**src/design/drt_pkg.sv**
```systemverilog
// Shared types, constants and codes for the delimited row tokenizer.
package drt_pkg;

    localparam int unsigned FIELD_COUNT_W      = 9;
    localparam int unsigned CHAR_LIMIT_W       = 16;
    localparam int unsigned CFG_INDEX_W        = 3;
    localparam int unsigned CFG_DATA_W         = 16;
    localparam int unsigned MAX_FIELDS_DEFAULT = 256;

    localparam logic [7:0] CHAR_NEWLINE = 8'h0A;
    localparam logic [7:0] CHAR_SPACE   = 8'h20;

    // Configuration register indexes
    localparam logic [CFG_INDEX_W-1:0] REG_SEPARATOR  = 3'd0;
    localparam logic [CFG_INDEX_W-1:0] REG_QUOTE      = 3'd1;
    localparam logic [CFG_INDEX_W-1:0] REG_COMMENT    = 3'd2;
    localparam logic [CFG_INDEX_W-1:0] REG_NL_QUOTES  = 3'd3;
    localparam logic [CFG_INDEX_W-1:0] REG_CHAR_LIMIT = 3'd4;

    // Error codes carried with a row end
    localparam logic [1:0] ERR_NONE       = 2'd0;
    localparam logic [1:0] ERR_NO_DATA    = 2'd1;
    localparam logic [1:0] ERR_TOO_CHARS  = 2'd2;
    localparam logic [1:0] ERR_TOO_FIELDS = 2'd3;

    typedef enum logic [2:0] {
        MODE_ROW_START = 3'd0,
        MODE_SKIP      = 3'd1,
        MODE_UNQUOTED  = 3'd2,
        MODE_QUOTED    = 3'd3,
        MODE_PENDING   = 3'd4,
        MODE_SPACE     = 3'd5
    } parse_mode_t;

    typedef struct packed {
        logic [7:0]              separator;
        logic [7:0]              quote_byte;
        logic [7:0]              comment_byte;
        logic                    newline_in_quotes;
        logic [CHAR_LIMIT_W-1:0] char_limit;
    } cfg_t;

    typedef struct packed {
        logic [7:0]               out_byte;
        logic                     byte_valid;
        logic                     field_end;
        logic                     row_end;
        logic [FIELD_COUNT_W-1:0] field_count;
        logic [1:0]               error_code;
        logic                     last;
    } result_t;

    // Results produced by one accepted byte, in order
    typedef struct packed {
        logic [1:0] count;
        result_t    first;
        result_t    second;
    } push_t;

endpackage

```
**src/design/drt_parse.sv**
```systemverilog
// Parser state and single-pass decode of one input byte into up to two results.
module drt_parse #(
    parameter int unsigned MAX_FIELDS = drt_pkg::MAX_FIELDS_DEFAULT
) (
    input  logic          clk,
    input  logic          rst_n,
    input  logic          fire,
    input  logic [7:0]    in_byte,
    input  logic          end_of_file,
    input  drt_pkg::cfg_t cfg,
    output drt_pkg::push_t push
);
    import drt_pkg::*;

    localparam logic [FIELD_COUNT_W-1:0] MaxFields = FIELD_COUNT_W'(MAX_FIELDS);

    typedef enum logic [2:0] {
        ACT_NONE,
        ACT_STORE,
        ACT_FIELD,
        ACT_FIELD_ROW,
        ACT_ROW_ONLY,
        ACT_LIMIT
    } act_t;

    parse_mode_t              mode_reg, mode_next, mode_a, mode_row;
    logic [FIELD_COUNT_W-1:0] fields_reg, fields_next, fields_a;
    logic [CHAR_LIMIT_W-1:0]  bytes_reg, bytes_next, bytes_a;
    logic                     pre_store, front_eof, do_row;
    act_t                     act;
    logic [1:0]               limit_err;
    logic                     ws, is_nl, is_q, nl;
    result_t                  row_res, front_res;

    assign ws    = (cfg.separator == 8'd0);
    assign is_nl = (in_byte == CHAR_NEWLINE);
    assign is_q  = (in_byte == cfg.quote_byte);
    assign nl    = !end_of_file && is_nl;

    // Work done before the in-row handling: skipping, pending quote, row start.
    always_comb
    begin
        mode_a    = mode_reg;
        fields_a  = fields_reg;
        bytes_a   = bytes_reg;
        pre_store = 1'b0;
        front_eof = 1'b0;
        do_row    = 1'b0;
        case (mode_reg)
            MODE_SKIP:
            begin
                if (end_of_file)
                begin
                    front_eof = 1'b1;
                    mode_a    = MODE_ROW_START;
                end
                else if (is_nl)
                begin
                    mode_a = MODE_ROW_START;
                end
            end
            MODE_PENDING:
            begin
                if (!end_of_file && is_q)
                begin
                    pre_store = 1'b1;
                    mode_a    = MODE_QUOTED;
                end
                else if (ws && !end_of_file && in_byte != CHAR_SPACE && !is_nl)
                begin
                    pre_store = 1'b1;
                    mode_a    = MODE_QUOTED;
                    do_row    = 1'b1;
                end
                else
                begin
                    mode_a = MODE_UNQUOTED;
                    do_row = 1'b1;
                end
            end
            MODE_UNQUOTED, MODE_QUOTED, MODE_SPACE:
            begin
                do_row = 1'b1;
            end
            default:
            begin
                mode_a = MODE_ROW_START;
                if (end_of_file)
                begin
                    front_eof = 1'b1;
                end
                else if (in_byte == cfg.comment_byte)
                begin
                    mode_a = MODE_SKIP;
                end
                else
                begin
                    fields_a = '0;
                    bytes_a  = '0;
                    mode_a   = ws ? MODE_SPACE : MODE_UNQUOTED;
                    do_row   = 1'b1;
                end
            end
        endcase
        if (pre_store)
        begin
            bytes_a = bytes_a + CHAR_LIMIT_W'(1);
        end
    end

    // In-row decode: the action taken and the mode it leads to.
    always_comb
    begin
        act       = ACT_NONE;
        mode_row  = mode_a;
        limit_err = ERR_NONE;
        if (!do_row)
        begin
            act = ACT_NONE;
        end
        else if (bytes_a >= cfg.char_limit || fields_a >= MaxFields)
        begin
            act       = ACT_LIMIT;
            limit_err = (bytes_a >= cfg.char_limit) ? ERR_TOO_CHARS : ERR_TOO_FIELDS;
            mode_row  = (end_of_file || is_nl) ? MODE_ROW_START : MODE_SKIP;
        end
        else if (mode_a == MODE_QUOTED)
        begin
            if ((!end_of_file && !is_q && !nl) || (nl && cfg.newline_in_quotes))
            begin
                act = ACT_STORE;
            end
            else if (!end_of_file && is_q)
            begin
                mode_row = MODE_PENDING;
            end
            else
            begin
                act      = ACT_FIELD_ROW;
                mode_row = MODE_ROW_START;
            end
        end
        else if (mode_a == MODE_SPACE && ws)
        begin
            if (!end_of_file && is_q)
            begin
                mode_row = MODE_QUOTED;
            end
            else if (end_of_file || nl)
            begin
                act      = ACT_ROW_ONLY;
                mode_row = MODE_ROW_START;
            end
            else if (in_byte != CHAR_SPACE)
            begin
                act      = ACT_STORE;
                mode_row = MODE_UNQUOTED;
            end
        end
        else if (ws)
        begin
            if (end_of_file || nl)
            begin
                act      = ACT_FIELD_ROW;
                mode_row = MODE_ROW_START;
            end
            else if (in_byte == CHAR_SPACE)
            begin
                act      = ACT_FIELD;
                mode_row = MODE_SPACE;
            end
            else
            begin
                act = ACT_STORE;
            end
        end
        else
        begin
            mode_row = MODE_UNQUOTED;
            if (!end_of_file && is_q)
            begin
                mode_row = MODE_QUOTED;
            end
            else if (end_of_file || nl)
            begin
                act      = ACT_FIELD_ROW;
                mode_row = MODE_ROW_START;
            end
            else if (in_byte == cfg.comment_byte)
            begin
                act      = ACT_FIELD_ROW;
                mode_row = MODE_SKIP;
            end
            else if (in_byte == cfg.separator)
            begin
                act = ACT_FIELD;
            end
            else
            begin
                act = ACT_STORE;
            end
        end
    end

    // Next state
    always_comb
    begin
        mode_next   = mode_row;
        fields_next = fields_a;
        bytes_next  = bytes_a;
        case (act)
            ACT_STORE:
            begin
                bytes_next = bytes_a + CHAR_LIMIT_W'(1);
            end
            ACT_FIELD, ACT_FIELD_ROW:
            begin
                bytes_next  = bytes_a + CHAR_LIMIT_W'(1);
                fields_next = fields_a + FIELD_COUNT_W'(1);
            end
            default:
            begin
                bytes_next = bytes_a;
            end
        endcase
    end

    // Outputs
    always_comb
    begin
        row_res   = '0;
        front_res = '0;
        case (act)
            ACT_STORE:
            begin
                row_res.out_byte   = in_byte;
                row_res.byte_valid = 1'b1;
            end
            ACT_FIELD:
            begin
                row_res.field_end = 1'b1;
            end
            ACT_FIELD_ROW:
            begin
                row_res.field_end   = 1'b1;
                row_res.row_end     = 1'b1;
                row_res.field_count = fields_a + FIELD_COUNT_W'(1);
            end
            ACT_ROW_ONLY:
            begin
                row_res.row_end     = 1'b1;
                row_res.field_count = fields_a;
                row_res.error_code  = (fields_a == '0) ? ERR_NO_DATA : ERR_NONE;
            end
            ACT_LIMIT:
            begin
                row_res.row_end     = 1'b1;
                row_res.field_count = fields_a;
                row_res.error_code  = limit_err;
            end
            default:
            begin
                row_res = '0;
            end
        endcase

        if (front_eof)
        begin
            front_res.row_end    = 1'b1;
            front_res.error_code = ERR_NO_DATA;
        end
        else
        begin
            front_res.out_byte   = cfg.quote_byte;
            front_res.byte_valid = 1'b1;
        end

        push.second = row_res;
        if (front_eof || pre_store)
        begin
            push.first = front_res;
            push.count = (act != ACT_NONE) ? 2'd2 : 2'd1;
        end
        else
        begin
            push.first = row_res;
            push.count = (act != ACT_NONE) ? 2'd1 : 2'd0;
        end
        if (push.count == 2'd2)
        begin
            push.second.last = 1'b1;
        end
        else
        begin
            push.first.last = 1'b1;
        end
    end

    always_ff @(posedge clk or negedge rst_n)
    begin
        if (!rst_n)
        begin
            mode_reg   <= MODE_ROW_START;
            fields_reg <= '0;
            bytes_reg  <= '0;
        end
        else if (fire)
        begin
            mode_reg   <= mode_next;
            fields_reg <= fields_next;
            bytes_reg  <= bytes_next;
        end
    end

endmodule

```
**src/design/drt_outq.sv**
```systemverilog
// Four-entry result queue that takes up to two results a cycle and gives one while out_ready is high.
module drt_outq (
    input  logic             clk,
    input  logic             rst_n,
    input  logic             push_en,
    input  drt_pkg::push_t   push,
    output logic             room,
    output logic             out_valid,
    input  logic             out_ready,
    output drt_pkg::result_t out_res
);
    import drt_pkg::*;

    result_t    entry_reg [4];
    logic [1:0] wr_ptr_reg, wr_ptr_next, rd_ptr_reg, rd_ptr_next;
    logic [2:0] count_reg, count_next;
    logic [1:0] n_push;
    logic       pop;

    assign room      = (count_reg <= 3'd2);
    assign out_valid = (count_reg != 3'd0);
    assign out_res   = entry_reg[rd_ptr_reg];
    assign pop       = out_valid && out_ready;
    assign n_push    = push_en ? push.count : 2'd0;

    assign wr_ptr_next = wr_ptr_reg + n_push;
    assign rd_ptr_next = rd_ptr_reg + {1'b0, pop};
    assign count_next  = count_reg + {1'b0, n_push} - {2'b00, pop};

    always_ff @(posedge clk)
    begin
        if (n_push != 2'd0)
        begin
            entry_reg[wr_ptr_reg] <= push.first;
        end
        if (n_push == 2'd2)
        begin
            entry_reg[wr_ptr_reg + 2'd1] <= push.second;
        end
    end

    always_ff @(posedge clk or negedge rst_n)
    begin
        if (!rst_n)
        begin
            wr_ptr_reg <= '0;
            rd_ptr_reg <= '0;
            count_reg  <= '0;
        end
        else
        begin
            wr_ptr_reg <= wr_ptr_next;
            rd_ptr_reg <= rd_ptr_next;
            count_reg  <= count_next;
        end
    end

endmodule

```
**src/design/delimited_row_tokenizer.sv**
```systemverilog
// Top level of the delimited row tokenizer: configuration registers, parser and result queue.
//
// The tokenizer takes one character, or an end-of-file mark, in each input transfer and
// splits the text into rows and fields. Every result transfer carries either one field
// byte, a field-end mark, a row-end mark with the row's field count and an error code, or a
// field end and row end together; tlast is set on the final result that an input character
// causes, and a character may cause none, one or two. Input characters are decoded in one
// pass of combinational logic as they are taken, so the block accepts one character per
// clock cycle while the queue has room. Results leave through a four-entry queue at one per
// cycle while m_axis_tready is high; the input is ready whenever the queue has room for two
// results, so an output stall holds the input only once more than two results wait, and
// a long run of characters that each cause two results is slowed by the single output port.
// Configuration registers are written through cfg_we, cfg_index and cfg_data and must only
// be changed while no results are outstanding. A separator of zero selects whitespace mode.
module delimited_row_tokenizer #(
    parameter int unsigned MAX_FIELDS = drt_pkg::MAX_FIELDS_DEFAULT
) (
    input  logic                               clk,
    input  logic                               rst_n,
    // Input stream
    input  logic                               s_axis_tvalid,
    output logic                               s_axis_tready,
    input  logic [7:0]                         s_axis_tdata,   // [7:0] in_byte
    input  logic                               s_axis_tuser,   // [0] end_of_file
    // Result stream
    output logic                               m_axis_tvalid,
    input  logic                               m_axis_tready,
    output logic [23:0]                        m_axis_tdata,   // [7:0] out_byte,
                                                               // [16:8] field_count,
                                                               // [18:17] error_code,
                                                               // [23:19] zero
    output logic [2:0]                         m_axis_tuser,   // [0] byte_valid,
                                                               // [1] field_end, [2] row_end
    output logic                               m_axis_tlast,
    // Configuration write port
    input  logic                               cfg_we,
    input  logic [drt_pkg::CFG_INDEX_W-1:0]    cfg_index,
    input  logic [drt_pkg::CFG_DATA_W-1:0]     cfg_data
);
    import drt_pkg::*;

    cfg_t    cfg_reg;
    logic    in_fire;
    logic    room;
    push_t   push;
    result_t out_res;

    // Configuration registers; writes to an index beyond the list are ignored.
    always_ff @(posedge clk or negedge rst_n)
    begin
        if (!rst_n)
        begin
            cfg_reg.separator         <= 8'd44;
            cfg_reg.quote_byte        <= 8'd34;
            cfg_reg.comment_byte      <= 8'd35;
            cfg_reg.newline_in_quotes <= 1'b0;
            cfg_reg.char_limit        <= 16'd4096;
        end
        else if (cfg_we)
        begin
            case (cfg_index)
                REG_SEPARATOR:  cfg_reg.separator         <= cfg_data[7:0];
                REG_QUOTE:      cfg_reg.quote_byte        <= cfg_data[7:0];
                REG_COMMENT:    cfg_reg.comment_byte      <= cfg_data[7:0];
                REG_NL_QUOTES:  cfg_reg.newline_in_quotes <= cfg_data[0];
                REG_CHAR_LIMIT: cfg_reg.char_limit        <= cfg_data[CHAR_LIMIT_W-1:0];
                default:        cfg_reg                   <= cfg_reg;
            endcase
        end
    end

    // A character is taken whenever the queue can absorb the two results it may cause.
    assign s_axis_tready = room;
    assign in_fire       = s_axis_tvalid && s_axis_tready;

    drt_parse #(
        .MAX_FIELDS (MAX_FIELDS)
    ) u_parse (
        .clk         (clk),
        .rst_n       (rst_n),
        .fire        (in_fire),
        .in_byte     (s_axis_tdata),
        .end_of_file (s_axis_tuser),
        .cfg         (cfg_reg),
        .push        (push)
    );

    drt_outq u_outq (
        .clk       (clk),
        .rst_n     (rst_n),
        .push_en   (in_fire),
        .push      (push),
        .room      (room),
        .out_valid (m_axis_tvalid),
        .out_ready (m_axis_tready),
        .out_res   (out_res)
    );

    // Pack the result onto the stream fields.
    assign m_axis_tdata = {5'd0, out_res.error_code, out_res.field_count, out_res.out_byte};
    assign m_axis_tuser = {out_res.row_end, out_res.field_end, out_res.byte_valid};
    assign m_axis_tlast = out_res.last;

endmodule
```
**config.mk**
```make
export PLATFORM = sky130hd
export DESIGN_NAME = delimited_row_tokenizer
export DESIGN_NICKNAME = d
export VERILOG_FILES = /design/src/design/drt_pkg.sv /design/src/design/drt_parse.sv /design/src/design/drt_outq.sv /design/src/design/delimited_row_tokenizer.sv
export SDC_FILE = /design/constraint.sdc
export NUM_CORES = 1
export LEC_CHECK = 0
export BUFFER_PORTS_ARGS = -buffer_cell sky130_fd_sc_hd__buf_2
export CAP_MARGIN = 20
export CORE_ASPECT_RATIO = 0.75
export CORE_MARGIN = 2
export CORE_UTILIZATION = 62
export CTS_CLUSTER_SIZE = 20
export DETAILED_ROUTE_END_ITERATION = 10
export HOLD_SLACK_MARGIN = 0.02
export PLACE_DENSITY_LB_ADDON = 0.25
export SETUP_SLACK_MARGIN = 0.05
export SLEW_MARGIN = 15
export SYNTH_ARGS = -nofsm -noshare
export SYNTH_HDL_FRONTEND = slang
export SYNTH_SLANG_ARGS = --single-unit
```
**constraint.sdc**
```tcl
create_clock -name clk -period 9.8 [get_ports clk]
set_clock_uncertainty 0.1 [all_clocks]
set_input_delay 0.98 -clock clk [delete_from_list [all_inputs] [get_ports clk]]
set_output_delay 0.98 -clock clk [all_outputs]
set_load 0.03 [all_outputs]
```
## Word-level counts from Yosys, hierarchy flattened

Memories as Yosys holds them, arrays and structs flattened.
Cells that the tools add are included.

- Reductions and logical operators: 37
- Add/subtract/negate cells: 8
- Eq/ne operators: 24
- Muxes and demuxes: 79
- $lt $le $gt $ge: 3

Operator list:

| kind | number |
|---|---|
| two-way mux 3 bit | 32 |
| two-way mux 16 bit | 5 |
| two-way mux 9 bit | 6 |
| adder 16 x 1 -> 16 bit (second input constant) | 2 |
| two-way mux 25 bit | 1 |
| == test 8 bit | 3 |
| two-way mux 1 bit | 23 |
| == test 3 x 2 -> 1 bit (second input constant) | 7 |
| one-hot mux 10 bit (2 select lines) | 1 |
| == test 3 bit (second input constant) | 6 |
| >= comparator 16 bit | 1 |
| two-way mux 2 bit | 8 |
| logical AND 1 bit | 11 |
| AND reduction 2 bit | 5 |
| adder 9 x 1 -> 9 bit (second input constant) | 1 |
| == test 3 x 1 -> 1 bit (second input constant) | 3 |
| >= comparator 9 bit (second input constant) | 1 |
| zero test 9 bit | 1 |
| one-hot mux 3 bit (3 select lines) | 1 |
| == test 8 x 4 -> 1 bit (second input constant) | 1 |
| == test 8 x 6 -> 1 bit (second input constant) | 1 |
| zero test 8 bit | 1 |
| inequality test 8 x 6 -> 1 bit (second input constant) | 1 |
| nonzero test 3 bit | 2 |
| other kinds (17) | 27 |

- Logic and storage cells: 163
- RAM bits: 92
- Memories kept: 1
- Register bits: 76
- Input bits: 33

Memory list:

| memory | words | bits a word | rd ports | clocked after Yosys merged registers in | wr ports | RTL line | RTL |
|---|---|---|---|---|---|---|---|
| u_outq.entry_reg | 4 | 23 | 1 | 0 | 2 | drt_outq.sv:14 | `result_t entry_reg [4];` |

## Longest topological paths before layout

- Word-level depth: 21
- Depth in mapped cells: 31
- Depth with buffers taken out: 27

## Modules after synthesis

A second synthesis with hierarchy kept.

- Cells, all modules: 917
- Area, all modules: 10716.5 µm²

Modules (own cells, without submodules):

| module | cells each | area each (µm²) | sequential area each (µm²) | instances |
|---|---|---|---|---|
| drt_outq | 270 | 4924.7 | 2937.8 | 1 |
| drt_parse | 549 | 4096.4 | 700.7 | 1 |
| delimited_row_tokenizer | 98 | 1695.4 | 1037.2 | 1 |

## Least setup slack after synthesis

OpenSTA, ideal clock, no wires.

- Kind: input to register
- From: in s_axis_tdata[3]
- To: mem u_outq.entry_reg[2][0] (netlist name), enable pin
- Stages: 25
- Data required time: 9.289 ns
- Buffers on the path: 5
- Path slack: 2.207 ns
- Arrival: 7.082 ns
- Cell sequence: buf_4 > xor2_1 > nor4_2 > a211o_1 > buf_2 > buf_2 > and2_1 > ha_1 > clkbuf_1 > nand4_1 > or3_1 > a21oi_2 > ha_1 > nor3_1 > nor3_1 > nand2_1 > a21oi_1 > o21ai_1 > nand2_1 > or3_1 > ha_1 > clkbuf_1 > nor3b_1 > o21ai_0 > a21oi_1

RTL lines:

| item | RTL line | RTL |
|---|---|---|
| start, declared | delimited_row_tokenizer.sv:23 | `input logic [7:0] s_axis_tdata,` |
| end, declared | drt_outq.sv:14 |  |

==> flow_metrics.tcl <==
set metrics [dict create \
    wl_per_cell_um 21.2 \
    worst_pin_slew_ns 0.972 \
    grt_pass1_wl_mm 41.1 \
    synth-seq-cells 168 \
    first_pass_iters 6 \
    synth_area_mm2 0.0102 \
    die_w_um 152 \
    core-area_mm2 0.0161 \
    final.period_utilization_pct 86.4 \
    clock-root-buffer "clkbuf_16" \
    instances_no_fill 1223 \
    synthDistinctLibCells 87 \
    yosys_warnings 0 \
    cts_tree "built" \
    dieArea_mm2 0.0175 \
    dp.cells 1189 \
    cp_data_required_time_ns 9.88 \
    antenna_left 0 \
    htree_levels 4 \
    path_max_fanout 26 \
    timing.reg2reg.setup_slack_ns 1.63 \
    largest_register_ffs 92 \
    hpwl_mm 18.4 \
    max_freq_mhz 118 \
    synthArstFlopShare_pct 45.2 \
    p_leak_nw 4.25 \
    worstSkewPairLatency_ns 0.44 \
    power_density_mw_per_mm2 277 \
    grt-ovfl-total 0 \
    totalPowerFinal_mw 3.11 \
    syn_inst 958 \
    grt_usage_pct 30.3 \
    syn_area_per_cell_um2 10.6 \
    worstReg2RegEnd "u_outq.entry_reg[3][19]" \
    cap_viol_max_count 0 \
    cts_setup_buffers 0 \
    setup_viol 0 \
    grt_pass1_vias 7434 \
    start_util_pct 63.4 \
    drive_gt1_share_pct 21.2 \
    synthFlopType "edfxtp_1" \
    cts_inserted_buffers 17 \
    vias_per_cell 6.57 \
    start_kind "input port" \
    drt_iter0_drc 980 \
    cts_sinks 168 \
    r2r_start "cfg_reg[22]" \
    fin_util_pct 69.8 \
    ctsHoldBuffers 0 \
    post_cts_resized 0 \
    relSlewSlack_pct 33.5 \
    place_ws_ns 1.14 \
    fin_ws_ns 1.33 \
    portBuffers 57 \
    critPathCaptureType "register" \
    worstPathArrival_ns 8.55 \
    synth-edff-count 92 \
    ios 63 \
    hold_path_class "input port to async pin" \
    tns_ns 0 \
    final-max-slew-violation-count 0 \
    num-nets-final 1060 \
    worstSetupPathType "input port to register" \
    status "finished, final reports clean" \
    rsz0062_at_grt "false" \
    antenna_found_initial 0 \
    worstRegToRegCells 26 \
    hold_violations 0 \
    vias 8034 \
    cts_max_path_buffers 2 \
    period_needed_ns 8.47 \
    route.final.wire_length_mm 25.9 \
    antenna_cells 0 \
    gp_congestion 0.966 \
    cts.clk_slew.worst_paths_ns 0.07 \
    grt_max_degree 77 \
    rows 40 \
    synthToLayoutAreaGrowth_pct 10.1 \
    drc 0 \
    die_y_um 115 \
    peakVddDrop_uv 161 \
    ys_seq_area_share_pct 45.9 \
]
-- logic make-up after synthesis --
logic type	count (synthesis)	synth area share [%]
muxes	57	8.78
AOI/OAI and AO/OA	240	16.5
buffers and inverters	92	4.40
adders and majority gates	27	3.39
other	1	0.0368
and+or+nand+nor	329	17.0
DFF	168	45.9
xor gates and xnor gates	44	4.01
-- how the worst max path moves through the flow --
stage | start | to | slack [ns] | depth (start not counted)
after detailed placement | s_axis_tdata[5] | u_outq.entry_reg[3][15] | 1.14 | 27
after floorplan | s_axis_tdata[3] | u_outq.entry_reg[2][0] | 2.21 | 25
after global placement | s_axis_tdata[5] | u_outq.entry_reg[3][15] | 1.54 | 27
after global routing | s_axis_tdata[5] | u_outq.entry_reg[3][15] | 0.89 | 27
final | s_axis_tdata[5] | u_outq.entry_reg[3][19] | 1.33 | 27
after CTS | s_axis_tdata[5] | u_outq.entry_reg[3][19] | 1.55 | 27
-- worst max-delay path: stages --
cell and delay, ns:
buf_2 0.17, xor2_1 0.19, nor4_2 0.66, a211o_1 0.22
buf_4 0.28, nand2_1 0.18, inv_1 0.09, ha_1 0.45
nand3_1 0.17, or4_4 0.45, a21oi_2 0.33, ha_1 0.25
o2111ai_1 0.14, a311oi_1 0.31, nor2_1 0.07, a21oi_1 0.45
nor3_2 0.17, o21ai_2 0.33, inv_1 0.26, or3_1 0.41
ha_1 0.33, nand2_1 0.23, nor2_1 0.09, and2_0 0.22
nor2_1 0.64, nor2_4 0.16, a22o_1 0.29
-- placed cells by master (no fill, tap or decap), types with 5 or more instances in the layout --
cell type	count
mux2_2	29
ha_1	26
clkbuf_16	17
or3_1	10
nor4_1	9
o211ai_1	5
nand4_1	10
edfxtp_1	92
o22ai_1	8
nand3_1	19
dfrtp_1	67
a21oi_2	9
a2111oi_0	7
buf_4	16
a22o_1	31
o21ai_0	61
a21oi_1	36
and2_1	11
a211oi_1	11
and3_1	12
nor2_1	67
nor3_1	24
o31ai_1	9
xor2_1	28
nor2b_1	9
or4_1	7
mux2i_1	5
conb_1	5
inv_1	37
xnor2_1	13
dfstp_2	9
a31oi_1	13
buf_2	56
mux4_2	23
a21boi_0	5
nand2_1	107
-- synthesized netlist by cell type, drive strengths merged, types with 9 or more instances --
library cell	n	area share, %
nor4	14	1.4
dfstp	9	2.3
mux2	29	3.2
and3	12	0.74
xnor2	13	1.1
a211oi	12	0.88
a31oi	13	0.80
buf	33	2.2
o21ai	64	3.2
inv	37	1.4
nor2b	9	0.55
mux4	23	5.1
o31ai	9	0.66
nor2	74	3.1
ha	26	3.2
nand4	11	0.82
clkbuf	22	0.81
edfxtp	92	27
and2	14	0.86
nand3	20	1.0
nor3	26	1.3
nand2	107	3.9
dfrtp	67	16
a22o	35	3.1
xor2	31	2.9
a21oi	45	2.5
or3	10	0.61
-- power breakdown --
group | switching, mW | internal, mW
clock network | 0.318 | 0.340
logic | 0.901 | 0.507
registers | 0.106 | 0.935
-- layer usage --
metal	part of all wire [%]	global-route usage, %	routed length [um]
met5	0	0	0
met4	1.5	8.04	388
met3	10	6.78	2630
met2	44	45.2	11300
met1	45	45.5	11600
-- per-stage QoR --
stage	hold slack (ns)	area, um2
after global routing	0.353	11200
final	0.329	11200
after detailed placement	0.393	10600
after CTS	0.398	11200
after global placement	0.380	10600
after floorplan	0.360	10200
-- area by class of cell --
| type | count | area [um2] |
|---|---|---|
| multi-input combinational | 702 | 5110 |
| fill | 1192 | 4850 |
| sequential | 168 | 4680 |
| timing repair buffer | 74 | 443 |
| clock buffer | 17 | 425 |
| tap | 210 | 263 |
| clock inverter | 15 | 159 |
| inverter | 37 | 139 |
No activity file was read; power rests on OpenSTA's default activity.
